==> src/hdl/rdf_pkg.sv <==
// Shared types and constants of the region duplicate filter.
`default_nettype none
package rdf_pkg;

    localparam int TABLE_DEPTH = 64;
    localparam int COORD_W     = 12;
    localparam int RATIO_W     = 8;
    localparam int COUNT_OUT_W = 7;
    localparam int CNT_W       = $clog2(TABLE_DEPTH + 1);
    localparam int IDX_W       = (TABLE_DEPTH > 1) ? $clog2(TABLE_DEPTH) : 1;
    localparam int AREA_W      = 2 * COORD_W;
    localparam int PROD_W      = AREA_W + RATIO_W;
    localparam int PIPE_LAT    = 3;
    localparam int CFG_IDX_W   = 8;

    localparam logic [CFG_IDX_W-1:0] REG_OVERLAP_NUMERATOR   = CFG_IDX_W'(0);
    localparam logic [CFG_IDX_W-1:0] REG_OVERLAP_DENOMINATOR = CFG_IDX_W'(1);

    localparam logic [RATIO_W-1:0] NUMERATOR_RESET   = RATIO_W'(3);
    localparam logic [RATIO_W-1:0] DENOMINATOR_RESET = RATIO_W'(5);

    typedef struct packed {
        logic [COORD_W-1:0] x;
        logic [COORD_W-1:0] y;
        logic [COORD_W-1:0] w;
        logic [COORD_W-1:0] h;
    } t_box;

    typedef struct packed {
        logic [RATIO_W-1:0] num;
        logic [RATIO_W-1:0] den;
    } t_thresh;

    typedef struct packed {
        logic shift;
        logic load;
    } t_cell_ctrl;

endpackage
`default_nettype wire

==> src/hdl/rdf_overlap.sv <==
// Pipelined overlap test of the new box against the stored box at the ring head.
`default_nettype none
module rdf_overlap (
    input  wire logic             i_clk,
    input  wire logic             i_rst_n,
    input  wire logic             i_valid,
    input  wire rdf_pkg::t_box    i_new_box,
    input  wire rdf_pkg::t_box    i_stored_box,
    input  wire rdf_pkg::t_thresh i_thresh,
    output logic                  o_hit
);
    import rdf_pkg::*;

    function automatic logic [COORD_W-1:0] span_overlap(
        input logic [COORD_W-1:0] a0,
        input logic [COORD_W-1:0] al,
        input logic [COORD_W-1:0] b0,
        input logic [COORD_W-1:0] bl
    );
        logic [COORD_W:0] lo;
        logic [COORD_W:0] ae;
        logic [COORD_W:0] be;
        logic [COORD_W:0] hi;
        logic [COORD_W:0] diff;
        lo   = (a0 > b0) ? {1'b0, a0} : {1'b0, b0};
        ae   = {1'b0, a0} + {1'b0, al};
        be   = {1'b0, b0} + {1'b0, bl};
        hi   = (ae < be) ? ae : be;
        diff = hi - lo;
        // The overlap never exceeds either length, so it fits the coordinate width.
        return (hi > lo) ? diff[COORD_W-1:0] : '0;
    endfunction

    logic                r_v1, r_v2, r_v3;
    logic [COORD_W-1:0]  r_ow, r_oh;
    logic [AREA_W-1:0]   r_area_new, r_area_st;
    logic [AREA_W-1:0]   r_inter, r_amin;
    logic [PROD_W-1:0]   r_lhs, r_rhs;

    always_ff @(posedge i_clk) begin
        if (!i_rst_n) begin
            r_v1 <= 1'b0;
            r_v2 <= 1'b0;
            r_v3 <= 1'b0;
        end else begin
            r_v1 <= i_valid;
            r_v2 <= r_v1;
            r_v3 <= r_v2;
        end
    end

    always_ff @(posedge i_clk) begin
        r_ow       <= span_overlap(i_new_box.x, i_new_box.w, i_stored_box.x, i_stored_box.w);
        r_oh       <= span_overlap(i_new_box.y, i_new_box.h, i_stored_box.y, i_stored_box.h);
        r_area_new <= AREA_W'(i_new_box.w) * AREA_W'(i_new_box.h);
        r_area_st  <= AREA_W'(i_stored_box.w) * AREA_W'(i_stored_box.h);

        r_inter    <= AREA_W'(r_ow) * AREA_W'(r_oh);
        r_amin     <= (r_area_new < r_area_st) ? r_area_new : r_area_st;

        r_lhs      <= PROD_W'(r_inter) * PROD_W'(i_thresh.den);
        r_rhs      <= PROD_W'(r_amin) * PROD_W'(i_thresh.num);
    end

    assign o_hit = r_v3 && (r_lhs > r_rhs);

endmodule
`default_nettype wire

==> config.mk <==
export PLATFORM = sky130hd
export DESIGN_NAME = rdf_overlap
export DESIGN_NICKNAME = d
export VERILOG_FILES = /design/src/hdl/rdf_pkg.sv /design/src/hdl/rdf_overlap.sv
export SDC_FILE = /design/constraint.sdc
export NUM_CORES = 2
export LEC_CHECK = 0
export BUFFER_PORTS_ARGS = -buffer_cell sky130_fd_sc_hd__buf_4
export CAP_MARGIN = 40
export CORE_MARGIN = 3
export CORE_UTILIZATION = 49
export CTS_BUF_LIST = sky130_fd_sc_hd__clkbuf_16
export CTS_CLUSTER_DIAMETER = 200
export CTS_CLUSTER_SIZE = 16
export DETAILED_ROUTE_END_ITERATION = 6
export PLACE_DENSITY = 0.65
export SLEW_MARGIN = 20
export SYNTH_ARGS = -nofsm -noshare
export SYNTH_HDL_FRONTEND = slang
export SYNTH_SLANG_ARGS = --single-unit
export TNS_END_PERCENT = 30
==> constraint.sdc <==
create_clock -name i_clk -period 19.1 [get_ports i_clk]
set_clock_uncertainty 0.2 [all_clocks]
set_input_delay 3.82 -clock i_clk [delete_from_list [all_inputs] [get_ports i_clk]]
set_output_delay 3.82 -clock i_clk [all_outputs]
set_load 0.02 [all_outputs]
==> summary.md <==
| Metric | Value |
|---|---|
| Vias per cell | 5.18 |
| Sequential area share after synthesis | between 10% and 20% |
| Hold WC Path Type | flip-flop to flip-flop |
| XOR/XNOR Fraction of Synth Area | between 3 and 4% |
| Slowest cell on the critical path | o311ai_1 |
| Placer Congestion | just over 0.9 |
| Fin. max-slew vios | 0 |
| DRT Pass-1 Iters | 6 |
| Largest family of logic cells by synthesized area | adder cells |
| HPWL after detailed placement | between 60 and 70 mm |
| Sink Count | about 190 |
| Setup crit end kind | flip-flop |
| Clk slew on worst S/H paths | roughly 0.07 ns |
| Final setup fails | 0 |
| RSZ-0062 raised after global routing | no |
| Synth warn | 0 |
| Worst-skew pair later-pin latency | between 0.4 and 0.5 ns |
| Mux cell area share after synthesis | 1.77% |
| Starting Density | 49.7% |
| Routed vias | 26200 |
| Area Overhead vs Synth | 6.27% |
| Vias in the first global route | ~28000 |
| Initial antenna violation count | 1 |
| Initial DRC count | between 1000 and 1500 |
| Critical path arrival | between 9 and 10 ns |
| Total grt overflow | 0 |
| Simple-Gate Fraction of Synth Area | around 18% |
| Beginning of the critical path | i_stored_box[1] |
| DIE HEIGHT | approximately 280 um |
| Final Cycle Share | between 40% and 50% |
| Crit path kind | primary input to flip-flop |
| Clock root cell | clkbuf_16 |
| Setup slack, reg-to-reg | around 13 ns |
| Status | finished clean |
| Die Footprint | roughly 76000 um^2 |
| CTS H-tree lvls | 4 |
| Critical path's top delay family | compound AO/OA/AOI/OAI gates |
| # Max-Cap Violations | 0 |
| Synth Area in Adders | about half |
| Global-route wire length before repair | 140 mm |
| Seq cells post-synth | approximately 190 |
| DRT antenna net count | 0 |
| Hold_sp | r_v2 |
| Max Clk Rate | 106 MHz |
| Syn Nets | roughly 5200 |
| Most frequent cells in the layout | 816 x inv_1, 570 x fa_1, 486 x nand2_1 |
| CP max FO | 21 |
| Ratio of cells with drive above 1 in the final layout | between 4 and 5% |
| Min cycle time layout | ~9.4 ns |
| Critical path required time | around 19 ns |
| Post-Syn Instances | 4064 |
| Slew HR | 55.6% |
| Crit start category | primary input |
| Worst-case clock buffer depth | 2 |
| CP Buf/Inv Count | 3 |
| Top Ports | ~120 |
| Num CTS Buffers | 17 |
| # diodes | 0 |
| Critical Path Most Common Cell | a21oi_1 |
| Worst-Margin Slew | between 0.6 and 0.7 ns |
| Setup Buffers After CTS | 0 |
| Post-synthesis compound-gate area fraction | under 10% |
| Setup_tns | 0 ns |
| Fin. Hold Viols | 0 |
| Hold-fix buffers, CTS | 0 |
| Post-layout nets | ~5200 |
| Commonest non-fill, non-tap cell in the layout | inv_1 |
| CTS resizes | 0 |
| WL/cell | 16.5 um |
| Synth cell types | 84 |
| Final wirelength | ~83 mm |
| PortBufs | ~120 |
| CP max stage delay | around 0.4 ns |
| Rows | 98 |
| Crit Reg-Reg Startpoint | r_oh[3] |
| Synthesized area per cell | between 8 and 9 um^2 |
| DRC | 0 |
| Die W | about 280 um |
| GRT Util Overall | 23.0% |
| Pin count of the biggest net entering global routing | 25 |
| Core ar. | 71900 um^2 |
| Post-Syn Area | roughly 36000 um^2 |
| Synth Flop Type | dfxtp_1 |
| Share of synthesized flip-flops with an asynchronous set or reset | 0% |
| CTS tree | yes |
| Post-synth EDFFs | 0 |
## final timing paths
| path | to | depth (start not counted) |
|---|---|---|
| hold reg to reg | r_v3 | 1 |
| hold / removal | r_v3 | 1 |
| setup reg to reg | r_inter[22] | 19 |
| setup / recovery | r_oh[2] | 29 |
## layer usage
metal  up-vias  GRT usage [%]  share of wire (%)
met5         -              0                  0
met1     12900           30.7                 46
met4         0           5.07                1.9
met3        82           2.89                3.8
li1      12700              -                  -
met2       475           40.2                 49
## worst register-to-register path: cells and delay by family, from the launching register on
family,cells,cell delay [ns]
compound gates,7,1.24
flops,1,0.76
xor+xnor,1,0.15
simple gates,2,0.49
fa+ha+maj,6,2.89
buf+inv,3,0.15
## area by class of cell
type | count | area [um^2]
Tap cell | 950 | 1190
Clock buffer | 17 | 425
Sequential cell | 187 | 3740
Inverter | 815 | 3060
Clock inverter | 14 | 164
Multi-Input combinational cell | 2948 | 28500
Timing Repair Buffer | 120 | 898
Fill cell | 6895 | 33900
## state kept, by name, summed over array words and instances, names as in the netlist
name        cells
r_amin         24
r_lhs          32
r_rhs          32
r_area_st      24
r_ow           12
r_v1            1
r_v3            1
r_v2            1
r_inter        24
r_area_new     24
r_oh           12
## cell usage after synthesis, drive strengths merged, types with 41 or more instances
library cell | number | area share, %
nor2 | 115 | 1.2
a21oi | 134 | 1.9
and2 | 424 | 7.4
a21o | 64 | 1.3
ha | 463 | 16
o21ai | 87 | 1.3
inv | 815 | 8.6
nor2b | 44 | 0.77
xnor2 | 117 | 2.9
clkbuf | 106 | 1.1
dfxtp | 187 | 10
nand2 | 486 | 5.1
nor3 | 41 | 0.59
fa | 570 | 32
## cell families (layout without fill, tap and decap cells)
kind of cell / after synthesis / count (layout)
AO/OA/AOI/OAI: 446 / 446
AND/OR/NAND/NOR: 1254 / 1254
adder cells (fa/ha/maj): 1033 / 1033
flip-flops: 187 / 187
buffers and inverters: 929 / 966
multiplexers: 59 / 59
XOR/XNOR: 156 / 156
## per-stage QoR
stage	utilization, %	hold WS, ns	area, um^2	instances	worst slack [ns]
2_1_floorplan	-	0.212	35700	4064	10.0
4_1_cts	52.8	0.239	38000	5051	9.77
3_5_place_dp	52.0	0.226	37400	5020	9.28
3_3_place_gp	52.0	0.221	37400	5019	8.88
5_1_grt	52.8	0.257	38000	5051	9.15
6_report	52.8	0.233	38000	5051	9.71
Power is left out: the tool's default activity adds up to more than one toggle a clock period on the data nets, which glitch-free logic cannot reach.
