**config.mk**
```make
export PLATFORM = sky130hd
export DESIGN_NAME = rdf_cell
export DESIGN_NICKNAME = d
export VERILOG_FILES = /design/src/hdl/rdf_pkg.sv /design/src/hdl/rdf_cell.sv
export SDC_FILE = /design/constraint.sdc
export NUM_CORES = 1
export LEC_CHECK = 0
export CAP_MARGIN = 20
export CORE_ASPECT_RATIO = 0.75
export CORE_MARGIN = 2
export CORE_UTILIZATION = 25
export DETAILED_ROUTE_END_ITERATION = 7
export DONT_BUFFER_PORTS = 1
export GPL_ROUTABILITY_DRIVEN = 1
export GPL_TIMING_DRIVEN = 0
export SETUP_SLACK_MARGIN = 0.02
export SYNTH_ARGS = -nofsm -noshare
export SYNTH_HDL_FRONTEND = slang
export SYNTH_SLANG_ARGS = --single-unit
```
**constraint.sdc**
```tcl
create_clock -name i_clk -period 2.12 [get_ports i_clk]
set_input_delay 0.106 -clock i_clk [delete_from_list [all_inputs] [get_ports i_clk]]
set_output_delay 0.106 -clock i_clk [all_outputs]
set_load 0.01 [all_outputs]
```
**src/hdl/rdf_pkg.sv**
```systemverilog
// Shared types and constants of the region duplicate filter.
`default_nettype none
package rdf_pkg;

    localparam int TABLE_DEPTH = 64;
    localparam int COORD_W     = 12;
    localparam int RATIO_W     = 8;
    localparam int COUNT_OUT_W = 7;
    localparam int CNT_W       = $clog2(TABLE_DEPTH + 1);
    localparam int IDX_W       = (TABLE_DEPTH > 1) ? $clog2(TABLE_DEPTH) : 1;
    localparam int AREA_W      = 2 * COORD_W;
    localparam int PROD_W      = AREA_W + RATIO_W;
    localparam int PIPE_LAT    = 3;
    localparam int CFG_IDX_W   = 8;

    localparam logic [CFG_IDX_W-1:0] REG_OVERLAP_NUMERATOR   = CFG_IDX_W'(0);
    localparam logic [CFG_IDX_W-1:0] REG_OVERLAP_DENOMINATOR = CFG_IDX_W'(1);

    localparam logic [RATIO_W-1:0] NUMERATOR_RESET   = RATIO_W'(3);
    localparam logic [RATIO_W-1:0] DENOMINATOR_RESET = RATIO_W'(5);

    typedef struct packed {
        logic [COORD_W-1:0] x;
        logic [COORD_W-1:0] y;
        logic [COORD_W-1:0] w;
        logic [COORD_W-1:0] h;
    } t_box;

    typedef struct packed {
        logic [RATIO_W-1:0] num;
        logic [RATIO_W-1:0] den;
    } t_thresh;

    typedef struct packed {
        logic shift;
        logic load;
    } t_cell_ctrl;

endpackage
`default_nettype wire

```
**src/hdl/rdf_cell.sv**
```systemverilog
// One cell of the box ring: holds one stored box and passes it to its neighbor.
`default_nettype none
module rdf_cell (
    input  wire logic              i_clk,
    input  wire rdf_pkg::t_cell_ctrl i_ctrl,
    input  wire rdf_pkg::t_box     i_new_box,
    input  wire rdf_pkg::t_box     i_next_box,
    output rdf_pkg::t_box          o_box
);
    import rdf_pkg::*;

    t_box r_box;
    t_box n_box;

    always_comb begin
        n_box = r_box;
        if (i_ctrl.load) begin
            n_box = i_new_box;
        end else if (i_ctrl.shift) begin
            n_box = i_next_box;
        end
    end

    always_ff @(posedge i_clk) begin
        r_box <= n_box;
    end

    assign o_box = r_box;

endmodule
`default_nettype wire

```
==> results of run 1 <==
## power groups by stage
stage / Sequential, mW / Combinational, mW / Clock, mW
final: 1.27 / 0.145 / 0.516
after global routing: 1.28 / 0.157 / 0.588
after CTS: 1.28 / 0.147 / 0.553
after detailed placement: 1.29 / 0.148 / 0
after global placement: 1.30 / 0.131 / 0
after floorplan: 1.27 / 0.117 / 0
## per-stage QoR
step	std cells	area, um^2
floorplan	102	2070
global placement	207	2200
detailed placement	208	2230
CTS	215	2310
global route	215	2310
finish	215	2310
## layout by cell type, fill, tap and decap left out
cell        Yosys  routed
clkinvlp_4      0       1
clkinv_2        0       1
buf_16          0       1
clkbuf_8        0       5
mux2_2         39      39
edfxtp_1       48      48
buf_6           2       2
buf_4           3       3
or2_2           0       1
mux2_4          9       9
## final cells by class
type / instances / area [um^2] / share of cell area
sequential: 48 / 1440 / 0.625
multi-input combinational: 49 / 581 / 0.252
buffer: 5 / 45.0 / 0.0195
clock inverter: 2 / 12.5 / 0.00542
clock buffer: 5 / 68.8 / 0.0298
tap: 105 / 131 / 0.0569
timing repair buffer: 1 / 27.5 / 0.0119
## cell families (layout without fill, tap and decap cells)
kind of cell | Yosys count | in the layout | synth area share
mux | 48 | 48 | 0.278
flops | 48 | 48 | 0.697
buf+inv | 5 | 13 | 0.0218
simple gates | 1 | 1 | 0.00303
## final timing paths
kind,start,endpoint
setup / recovery,i_ctrl[0],o_box[9]
hold / removal,i_next_box[17],o_box[17]
## layer usage
layer / wire length (um) / track usage / vias up
li1: - / - / 411
met1: 1430 / 0.0936 / 457
met2: 2400 / 0.163 / 67
met3: 448 / 0.0502 / 4
met4: 38 / 0.0346 / 0
met5: 0 / 0 / -
==> reports/qor.json, run 1 <==
{
  "crit_slowest_cell": {"value": "or2_2"},
  "pwr_density_cell": {"value": 837, "unit": "mW/mm^2"},
  "synth.area.top_cells": {"value": "edfxtp_1, mux2_2, mux2_4"},
  "final.period_utilization": {"value": 0.578},
  "finalSetupViolCount": {"value": 0},
  "design.final.nets": {"value": 209},
  "synth_top_cell_area_share": {"value": 0.697},
  "timing.critical_path.required": {"value": 2120, "unit": "ps"},
  "critPathMostFrequentCell": {"value": "buf_6"},
  "post_synth_instance_area": {"value": 0.00207, "unit": "mm^2"},
  "dieArea": {"value": 0.00902, "unit": "mm^2"},
  "result_of_the_run": {"value": "completed"},
  "worst_path_largest_cell_delay": {"value": 530, "unit": "ps"},
  "critPathCaptureType": {"value": "register"},
  "synth-seq-cells": {"value": 48},
  "rsz0062_at_grt": {"value": "false"},
  "sw_frac_of_total": {"value": 0.233},
  "fp.dieH": {"value": 82.7, "unit": "um"},
  "maxCapViolations": {"value": 0},
  "setup_ws": {"value": 894, "unit": "ps"},
  "setup_total_negative_slack": {"value": 0, "unit": "ps"},
  "max-clock-path-buffers": {"value": 2},
  "critical_path.startpoint_type": {"value": "input port"},
  "flow.area_growth_from_synthesis": {"value": 11.6, "unit": "%"},
  "synth_common_cells": {"value": "edfxtp_1, mux2_2, mux2_4"},
  "fmax": {"value": 816, "unit": "MHz"},
  "power_frac_seq": {"value": 0.658},
  "detail_route.iter0.violations": {"value": 20},
  "synth_cell_type_count": {"value": 6},
  "finalWeightedCongestion": {"value": 0.694},
  "syn-mean-instance-area": {"value": 20.3, "unit": "um^2"},
  "globalRouteTotalUtil": {"value": 0.0926},
  "cellInternalPower": {"value": 1.48, "unit": "mW"},
  "post_synth_inst_count": {"value": 102},
  "power_share_of_the_combinational_group": {"value": 0.075},
  "power": {"value": 1.93, "unit": "mW"},
  "utilization": {"value": 0.290},
  "path_delay_family": {"value": "buffers and inverters"},
  "grt_max_degree": {"value": 27},
  "drt-pass1-iter-count": {"value": 4},
  "mappedNetlistNets": {"value": 201},
  "maximum_fanout_count_along_the_critical_path": {"value": 26},
  "timing_hold_violations_final": {"value": 0},
  "dpl_worst_slack": {"value": 564, "unit": "ps"},
  "worst-setup-path-type": {"value": "in -> reg"},
  "ant_nets": {"value": 0},
  "hold_slack": {"value": 23.7, "unit": "ps"},
  "async_reset_ff_frac": {"value": 0},
  "largest_reg_flops": {"value": 48},
  "clock_sink_count": {"value": 48},
  "power.switching": {"value": 449, "unit": "uW"},
  "critPathBufInv": {"value": 3},
  "placement.io_buffers": {"value": 0},
  "insertedDiodeCount": {"value": 0},
  "pin_count": {"value": 147},
  "hold_path_depth": {"value": 1},
  "clk_root_buffer_cell": {"value": "clkbuf_8"},
  "placeableCoreArea": {"value": 0.00795, "unit": "mm^2"},
  "final.min_clock_period": {"value": 1230, "unit": "ps"},
  "cp.depth": {"value": 4},
  "hold_buffer_count_at_cts": {"value": 0},
  "ys.warnings.count": {"value": 0},
  "static-leakage-power": {"value": 0.798, "unit": "nW"},
  "fillers": {"value": 783},
  "timing.slew.headroom": {"value": 0.599},
  "place_hpwl": {"value": 3320, "unit": "um"},
  "start_util": {"value": 0.260},
  "synth_enable_flop_cells": {"value": 48},
  "pwr-share-clk": {"value": 0.267},
  "yosys.cell_count.top_type": {"value": "edfxtp_1"},
  "ys_seq_area_frac": {"value": 0.697},
  "post-synth-top-area-cell": {"value": "edfxtp_1"},
  "die_x": {"value": 109, "unit": "um"},
  "postCtsSetupBuffers": {"value": 0},
  "clock_tree.htree_level_count": {"value": 2},
  "ctsResizeCount": {"value": 0},
  "cell_by_cell_listing_of_the_critical_path": {"value": "buf_6 -> buf_6 -> or2_2 -> buf_16"},
  "route.final.wire_length": {"value": 4320, "unit": "um"},
  "fraction_of_final_layout_cells_with_drive_strength_greater_than_1": {"value": 0.564},
  "wl_per_cell": {"value": 20.1, "unit": "um"},
  "worst_min_path_class": {"value": "in -> reg"},
  "cts_tree": {"value": "done"},
  "via_count_of_the_first_global_routing_pass": {"value": 1060},
  "cp_data_arrival_time": {"value": 1220, "unit": "ps"},
  "vias": {"value": 939},
  "numCtsBuffers": {"value": 5},
  "drcViolationCount": {"value": 0},
  "fp-row-count": {"value": 28},
  "grt_first_pass_wirelength": {"value": 5890, "unit": "um"},
  "final_max_slew_viol_count": {"value": 0},
  "worstMarginPinSlew": {"value": 602, "unit": "ps"},
  "globalRoute.totalOverflow": {"value": 0},
  "worst_setup_hold_path_clk_slew": {"value": 90, "unit": "ps"},
  "dominant_register_cell_in_the_synthesized_netlist": {"value": "edfxtp_1"},
  "power.ir.vdd_worst": {"value": 234, "unit": "uV"},
  "grt_antenna_before_repair": {"value": 0},
  "routed_via_density": {"value": 4.37}
}
(Power assumes the default switching activity.)
==> run 2: changes to the inputs <==
--- a/config.mk
+++ b/config.mk
@@ -5,6 +5,7 @@
 export SDC_FILE = /design/constraint.sdc
 export NUM_CORES = 1
 export LEC_CHECK = 0
+export ABC_AREA = 1
 export CAP_MARGIN = 20
 export CORE_ASPECT_RATIO = 0.75
 export CORE_MARGIN = 2
==> constraint.sdc (replaced) <==
create_clock -name i_clk -period 1.2 [get_ports i_clk]
set_input_delay 0.06 -clock i_clk [delete_from_list [all_inputs] [get_ports i_clk]]
set_output_delay 0.06 -clock i_clk [all_outputs]
set_load 0.01 [all_outputs]
==> reports/qor.json, run 2 <==
{
  "vias": {"value": 1800, "change": "was 939"},
  "routed_via_density": {"value": 4.35, "change": "was 4.37"},
  "synth_common_cells": {"value": "nand2_1, edfxtp_1, buf_2", "change": "was edfxtp_1, mux2_2, mux2_4"},
  "die_x": {"value": 109, "unit": "um", "change": "about the same"},
  "cp_data_arrival_time": {"value": 1110, "unit": "ps", "change": "was 1220 ps"},
  "finalSetupViolCount": {"value": 0, "change": "unchanged"},
  "fin_area": {"value": 0.00328, "unit": "mm^2", "change": "was 0.00231 mm^2"},
  "clk_root_buffer_cell": {"value": "clkbuf_8", "change": "unchanged"},
  "grt.met2_usage": {"value": 0.261, "change": "was 0.163"},
  "async_reset_ff_frac": {"value": 0, "change": "unchanged"},
  "synth_enable_flop_cells": {"value": 48, "change": "unchanged"},
  "rsz0062_at_grt": {"value": "false", "change": "unchanged"},
  "insertedDiodeCount": {"value": 0, "change": "unchanged"},
  "maximum_fanout_count_along_the_critical_path": {"value": 10, "change": "was 26"},
  "globalRouteTotalUtil": {"value": 0.136, "change": "was 0.0926"},
  "grt.met3_usage": {"value": 0.0557, "change": "was 0.0502"},
  "placeableCoreArea": {"value": 0.00799, "unit": "mm^2", "change": "was 0.00795 mm^2"},
  "fillers": {"value": 729, "change": "was 783"},
  "fp.dieH": {"value": 82.9, "unit": "um", "change": "was 82.7 um"},
  "grt_first_pass_wirelength": {"value": 9380, "unit": "um", "change": "was 5890 um"},
  "post_synth_instance_area": {"value": 0.00207, "unit": "mm^2", "change": "about the same"},
  "clock_sink_count": {"value": 48, "change": "unchanged"},
  "critPathCaptureType": {"value": "register", "change": "unchanged"},
  "global_route.peak_usage_layer": {"value": "met2", "change": "unchanged"},
  "place_hpwl": {"value": 3540, "unit": "um", "change": "was 3320 um"},
  "wl_per_cell": {"value": 15.6, "unit": "um", "change": "was 20.1 um"},
  "worst_min_path_class": {"value": "in -> reg", "change": "unchanged"},
  "synth_top_cell_area_share": {"value": 0.695, "change": "was 0.697"},
  "postCtsSetupBuffers": {"value": 0, "change": "unchanged"},
  "timing_hold_violations_final": {"value": 0, "change": "unchanged"},
  "static-leakage-power": {"value": 1.44, "unit": "nW", "change": "was 0.798 nW"},
  "critical_path.startpoint_type": {"value": "input port", "change": "unchanged"},
  "largest_reg_flops": {"value": 48, "change": "unchanged"},
  "finalWeightedCongestion": {"value": 0.697, "change": "was 0.694"},
  "multiInputGateArea": {"value": 549, "unit": "um^2", "change": "was 581 um^2"},
  "timing.slew.headroom": {"value": 0.539, "change": "was 0.599"},
  "max-clock-path-buffers": {"value": 2, "change": "unchanged"},
  "globalRoute.totalOverflow": {"value": 0, "change": "unchanged"},
  "fmax": {"value": 952, "unit": "MHz"},
  "post-synth-top-area-cell": {"value": "edfxtp_1", "change": "unchanged"},
  "final_max_slew_viol_count": {"value": 0, "change": "unchanged"},
  "final.min_clock_period": {"value": 1050, "unit": "ps"},
  "grt_util_met1": {"value": 0.129, "change": "was 0.0936"},
  "route.final.wire_length": {"value": 6470, "unit": "um", "change": "was 4320 um"},
  "flow.area_growth_from_synthesis": {"value": 58.1, "unit": "%", "change": "was 11.6%"},
  "timing.critical_path.required": {"value": 1260, "unit": "ps", "change": "was 2120 ps"},
  "dieArea": {"value": 0.00905, "unit": "mm^2", "change": "was 0.00902 mm^2"},
  "fp-row-count": {"value": 28, "change": "unchanged"},
  "clock_tree.htree_level_count": {"value": 2, "change": "unchanged"},
  "worstMarginPinSlew": {"value": 692, "unit": "ps", "change": "was 602 ps"},
  "synth-seq-cells": {"value": 48, "change": "unchanged"},
  "ys.warnings.count": {"value": 0, "change": "unchanged"},
  "design.final.nets": {"value": 407, "change": "was 209"},
  "drcViolationCount": {"value": 0, "change": "unchanged"},
  "power.ir.vdd_worst": {"value": 536, "unit": "uV", "change": "was 234 uV"},
  "worst_setup_hold_path_clk_slew": {"value": 90, "unit": "ps", "change": "about the same"},
  "result_of_the_run": {"value": "completed", "change": "unchanged"},
  "via_count_of_the_first_global_routing_pass": {"value": 2011, "change": "was 1060"},
  "area.sequential": {"value": 0.00144, "unit": "mm^2", "change": "unchanged"},
  "pwr_density_cell": {"value": 1200, "unit": "mW/mm^2", "change": "was 837 mW/mm^2"},
  "maxCapViolations": {"value": 0, "change": "unchanged"},
  "syn-mean-instance-area": {"value": 10.1, "unit": "um^2", "change": "was 20.3 um^2"},
  "detail_route.iter0.violations": {"value": 99, "change": "was 20"},
  "final_common_cell": {"value": "nand2_1", "change": "was edfxtp_1"},
  "ant_nets": {"value": 0, "change": "unchanged"},
  "yosys.cell_count.top_type": {"value": "nand2_1", "change": "was edfxtp_1"},
  "numCtsBuffers": {"value": 5, "change": "unchanged"},
  "drt-pass1-iter-count": {"value": 4, "change": "unchanged"},
  "utilization": {"value": 0.411, "change": "was 0.290"},
  "start_util": {"value": 0.260, "change": "about the same"},
  "synth.area.top_cells": {"value": "edfxtp_1, nand2_1, buf_6", "change": "was edfxtp_1, mux2_2, mux2_4"},
  "place_area": {"value": 0.00221, "unit": "mm^2", "change": "was 0.00223 mm^2"},
  "dominant_register_cell_in_the_synthesized_netlist": {"value": "edfxtp_1", "change": "unchanged"},
  "pin_count": {"value": 147, "change": "unchanged"},
  "worst-setup-path-type": {"value": "in -> reg", "change": "unchanged"},
  "placement.io_buffers": {"value": 0, "change": "unchanged"},
  "final.period_utilization": {"value": 0.875},
  "cts_tree": {"value": "done", "change": "unchanged"},
  "ys_seq_area_frac": {"value": 0.695, "change": "was 0.697"},
  "fraction_of_final_layout_cells_with_drive_strength_greater_than_1": {"value": 0.0647, "change": "was 0.564"},
  "synth_cell_type_count": {"value": 7, "change": "was 6"},
  "most-common-layout-cells": {"value": "nand2_1, dlygate4sd3_1, edfxtp_1, buf_2, clkbuf_8", "change": "was edfxtp_1, mux2_2, mux2_4, clkbuf_8, buf_4"},
  "grt_max_degree": {"value": 49, "change": "was 27"},
  "mappedNetlistNets": {"value": 304, "change": "was 201"},
  "post_synth_inst_count": {"value": 205, "change": "was 102"},
  "grt_antenna_before_repair": {"value": 0, "change": "unchanged"}
}
-- run 2: changes by cell type in the layout (fill, tap and decap cells not counted), moves of 6 or more --
cell and delta:
nand2_1 +144, dlygate4sd3_1 +95, mux2_4 -9, buf_2 +6, mux2_2 -39
-- run 2: worst max-delay path, cell delays in order --
cell and delay, ps:
buf_2 150, inv_2 60, buf_2 180, nand2_1 80, nand2_1 40, dlygate4sd3_1 540
-- run 2: layout make-up --
type	instances	area share
buffer	11	0.0252
clock buffer	6	0.0221
clock inverter	2	0.0107
inverter	1	0.00114
multi-input combinational	145	0.167
sequential	48	0.440
tap	105	0.0401
timing repair buffer	96	0.294
-- run 2: what timing repair did --
item	in CTS	in global routing
hold buffers	96	6
resized for setup	0	1
endpoints found under the setup margin	0	7
endpoints found under the hold margin	48	6
-- run 2: final timing paths --
| check | slack, ps | endpoint | from | cells past startpoint |
|---|---|---|---|---|
| worst max-delay path | 150 | o_box[24] | i_ctrl[0] | 6 |
| worst min-delay path | 280 | o_box[3] | i_ctrl[0] | 4 |
-- run 2: metrics by stage --
step                      hold slack, ps  TNS (ps)  std cells  power (mW)  worst slack [ps]
after floorplan                      239         0        205        2.44              88.6
after global placement               241     -7810        310        2.52              -167
after detailed placement             244     -7990        310        2.53              -169
after CTS                            292         0        414        3.96              30.7
after global routing                 288         0        414        4.11              80.2
final                                279         0        414        3.93               150
-- run 2: where the power goes --
part,internal [mW],switching [mW],leakage (nW)
sequential,2.07,0.176,0.494
combinational,0.290,0.224,0.893
clock,0.620,0.553,0.0552
total,2.98,0.952,1.44
-- run 2: cells by family (layout without fill, tap and decap cells) --
kind of cell,after synthesis,count (layout),synth area share
buffers and inverters,12,116,0.0416
DFF,48,48,0.695
and+or+nand+nor,145,145,0.264
-- run 2: routing by layer --
| layer | vias to the layer above | part of all wire |
|---|---|---|
| met5 | - | 0 |
| met4 | 0 | 0.011 |
| met3 | 8 | 0.10 |
| met2 | 122 | 0.51 |
| met1 | 814 | 0.37 |
| li1 | 856 | - |
==> run 3: changes to the inputs <==
--- a/config.mk
+++ b/config.mk
@@ -7,7 +7,6 @@
 export LEC_CHECK = 0
 export ABC_AREA = 1
 export CAP_MARGIN = 20
-export CORE_ASPECT_RATIO = 0.75
 export CORE_MARGIN = 2
 export CORE_UTILIZATION = 25
 export DETAILED_ROUTE_END_ITERATION = 7
==> constraint.sdc (replaced) <==
create_clock -name i_clk -period 1.3 [get_ports i_clk]
set_input_delay 0.065 -clock i_clk [delete_from_list [all_inputs] [get_ports i_clk]]
set_output_delay 0.065 -clock i_clk [all_outputs]
set_load 0.01 [all_outputs]
==> reports/qor.json, run 3 (same netlist as run 2, synthesis figures left out) <==
{
  "result_of_the_run": {"value": "completed", "change": "unchanged"},
  "utilization": {"value": 0.403, "change": "was 0.411"},
  "most-common-layout-cells": {"value": "nand2_1, dlygate4sd3_1, edfxtp_1, buf_2, clkbuf_8", "change": "unchanged"},
  "static-leakage-power": {"value": 1.45, "unit": "nW", "change": "was 1.44 nW"},
  "maxCapViolations": {"value": 0, "change": "unchanged"},
  "insertedDiodeCount": {"value": 0, "change": "unchanged"},
  "finalSetupViolCount": {"value": 0, "change": "unchanged"},
  "vias": {"value": 1748, "change": "was 1800"},
  "pwr_density_cell": {"value": 1110, "unit": "mW/mm^2", "change": "was 1200 mW/mm^2"},
  "grt.met3_usage": {"value": 0.0474, "change": "was 0.0557"},
  "place.detailed.instances": {"value": 310, "change": "unchanged"},
  "drt-pass1-iter-count": {"value": 4, "change": "unchanged"},
  "clk_root_buffer_cell": {"value": "clkbuf_8", "change": "unchanged"},
  "grt_first_pass_wirelength": {"value": 8180, "unit": "um", "change": "was 9380 um"},
  "placeableCoreArea": {"value": 0.00813, "unit": "mm^2", "change": "was 0.00799 mm^2"},
  "final.period_utilization": {"value": 0.956},
  "maximum_fanout_count_along_the_critical_path": {"value": 1, "change": "was 10"},
  "final_common_cell": {"value": "nand2_1", "change": "unchanged"},
  "place_hpwl": {"value": 3500, "unit": "um", "change": "was 3540 um"},
  "power_share_of_the_combinational_group": {"value": 0.140, "change": "was 0.131"},
  "grt_antenna_before_repair": {"value": 0, "change": "unchanged"},
  "layout.cells.non_filler": {"value": 414, "change": "unchanged"},
  "global_route.peak_usage_layer": {"value": "met2", "change": "unchanged"},
  "grt.met2_usage": {"value": 0.228, "change": "was 0.261"},
  "crit_path_start": {"value": "i_next_box[34]", "change": "was i_ctrl[0]"},
  "worst_min_path_class": {"value": "in -> reg", "change": "unchanged"},
  "critical_path.startpoint_type": {"value": "input port", "change": "unchanged"},
  "power.ir.vdd_worst": {"value": 368, "unit": "uV", "change": "was 536 uV"},
  "fillers": {"value": 778, "change": "was 729"},
  "timing.slew.headroom": {"value": 0.540, "change": "was 0.539"},
  "grt_max_degree": {"value": 49, "change": "unchanged"},
  "max-clock-path-buffers": {"value": 2, "change": "unchanged"},
  "pwr-share-clk": {"value": 0.290, "change": "was 0.298"},
  "postCtsSetupBuffers": {"value": 0, "change": "unchanged"},
  "worst-setup-path-type": {"value": "in -> reg", "change": "unchanged"},
  "die_x": {"value": 95.1, "unit": "um", "change": "was 109 um"},
  "final_max_slew_viol_count": {"value": 0, "change": "unchanged"},
  "ant_nets": {"value": 0, "change": "unchanged"},
  "timing.critical_path.required": {"value": 1350, "unit": "ps", "change": "was 1260 ps"},
  "multiInputGateArea": {"value": 549, "unit": "um^2", "change": "unchanged"},
  "cellInternalPower": {"value": 2.78, "unit": "mW", "change": "was 2.98 mW"},
  "drcViolationCount": {"value": 0, "change": "unchanged"},
  "finalWeightedCongestion": {"value": 0.607, "change": "was 0.697"},
  "routed_via_density": {"value": 4.22, "change": "was 4.35"},
  "fp.dieH": {"value": 95.1, "unit": "um", "change": "was 82.9 um"},
  "fraction_of_final_layout_cells_with_drive_strength_greater_than_1": {"value": 0.0615, "change": "was 0.0647"},
  "clock_tree.htree_level_count": {"value": 2, "change": "unchanged"},
  "wl_per_cell": {"value": 13.9, "unit": "um", "change": "was 15.6 um"},
  "route.final.wire_length": {"value": 5750, "unit": "um", "change": "was 6470 um"},
  "critical_path.endpoint": {"value": "o_box[34]", "change": "was o_box[24]"},
  "worstMarginPinSlew": {"value": 690, "unit": "ps", "change": "was 692 ps"},
  "power.switching": {"value": 850, "unit": "uW", "change": "was 952 uW"},
  "grt_util_met1": {"value": 0.119, "change": "was 0.129"},
  "largest_reg_flops": {"value": 48, "change": "unchanged"},
  "placement.io_buffers": {"value": 0, "change": "unchanged"},
  "globalRouteTotalUtil": {"value": 0.122, "change": "was 0.136"},
  "clock_sink_count": {"value": 48, "change": "unchanged"},
  "final.min_clock_period": {"value": 1240, "unit": "ps"},
  "area.sequential": {"value": 0.00144, "unit": "mm^2", "change": "unchanged"},
  "numCtsBuffers": {"value": 5, "change": "unchanged"},
  "fp-row-count": {"value": 33, "change": "was 28"},
  "design.final.nets": {"value": 407, "change": "unchanged"},
  "critPathCaptureType": {"value": "register", "change": "unchanged"},
  "cts_tree": {"value": "done", "change": "unchanged"},
  "ctsResizeCount": {"value": 0, "change": "unchanged"},
  "sw_frac_of_total": {"value": 0.234, "change": "was 0.242"},
  "rsz0062_at_grt": {"value": "false", "change": "unchanged"},
  "start_util": {"value": 0.255, "change": "was 0.260"},
  "globalRoute.totalOverflow": {"value": 0, "change": "unchanged"},
  "worst_setup_hold_path_clk_slew": {"value": 90, "unit": "ps", "change": "about the same"},
  "detail_route.iter0.violations": {"value": 53, "change": "was 99"},
  "flow.area_growth_from_synthesis": {"value": 57.9, "unit": "%", "change": "was 58.1%"},
  "timing_hold_violations_final": {"value": 0, "change": "unchanged"},
  "power_frac_seq": {"value": 0.570, "change": "was 0.571"},
  "via_count_of_the_first_global_routing_pass": {"value": 1713, "change": "was 2011"},
  "dieArea": {"value": 0.00904, "unit": "mm^2", "change": "was 0.00905 mm^2"},
  "fmax": {"value": 804, "unit": "MHz"},
  "cp_data_arrival_time": {"value": 1290, "unit": "ps", "change": "was 1110 ps"},
  "pin_count": {"value": 147, "change": "unchanged"}
}
## run 3: critical path, cell delays in order
cell and delay (ps):
dlygate4sd3_1 540, nand2_1 80, nand2_1 50, dlygate4sd3_1 560
## run 3: repair_timing
action / CTS / global route
endpoints found under the setup margin: 0 / 0
hold buffers: 96 / 0
hold endpoints to repair: 48 / 0
## run 3: how the worst min path moves through the flow
stage,start,end,slack [ps],cells past startpoint
6_report,i_ctrl[1],o_box[7],470,1
5_1_grt,i_new_box[14],o_box[14],470,3
4_1_cts,i_new_box[19],o_box[19],470,3
3_5_place_dp,i_next_box[22],o_box[22],250,2
3_3_place_gp,i_next_box[1],o_box[1],250,2
2_1_floorplan,i_next_box[0],o_box[0],240,2
## run 3: area by class of cell
type	count	area share
Clock inverter	3	0.0115
Timing Repair Buffer	96	0.293
Inverter	1	0.00115
Sequential cell	48	0.440
Clock buffer	5	0.0210
Multi-Input combinational cell	145	0.168
Tap cell	105	0.0401
Buffer	11	0.0252
## run 3: power by group through the flow
stage                     Sequential [mW]  Combinational, mW  Clock [mW]
final                                2.07              0.510        1.05
after global routing                 2.09              0.568        1.15
after CTS                            2.07              0.506        1.10
after detailed placement             2.11              0.234           0
after global placement               2.11              0.223           0
after floorplan                      2.07              0.175           0
## run 3: through the flow
| stage | area (um^2) | power (mW) | setup TNS, ps | setup slack [ps] | hold slack, ps |
|---|---|---|---|---|---|
| after floorplan | 2080 | 2.25 | 0 | 184 | 244 |
| after global placement | 2210 | 2.33 | -1890 | -42.2 | 245 |
| after detailed placement | 2210 | 2.34 | -3090 | -66.5 | 249 |
| after CTS | 3280 | 3.68 | 0 | 87.2 | 467 |
| after global routing | 3280 | 3.81 | 0 | 34.9 | 471 |
| final | 3280 | 3.63 | 0 | 56.7 | 467 |
## run 3: metal layers
layer,part of all wire,vias up,wire [um]
li1,-,858,-
met1,0.37,780,2150
met2,0.51,97,2930
met3,0.090,13,515
met4,0.027,0,153
met5,0,-,0
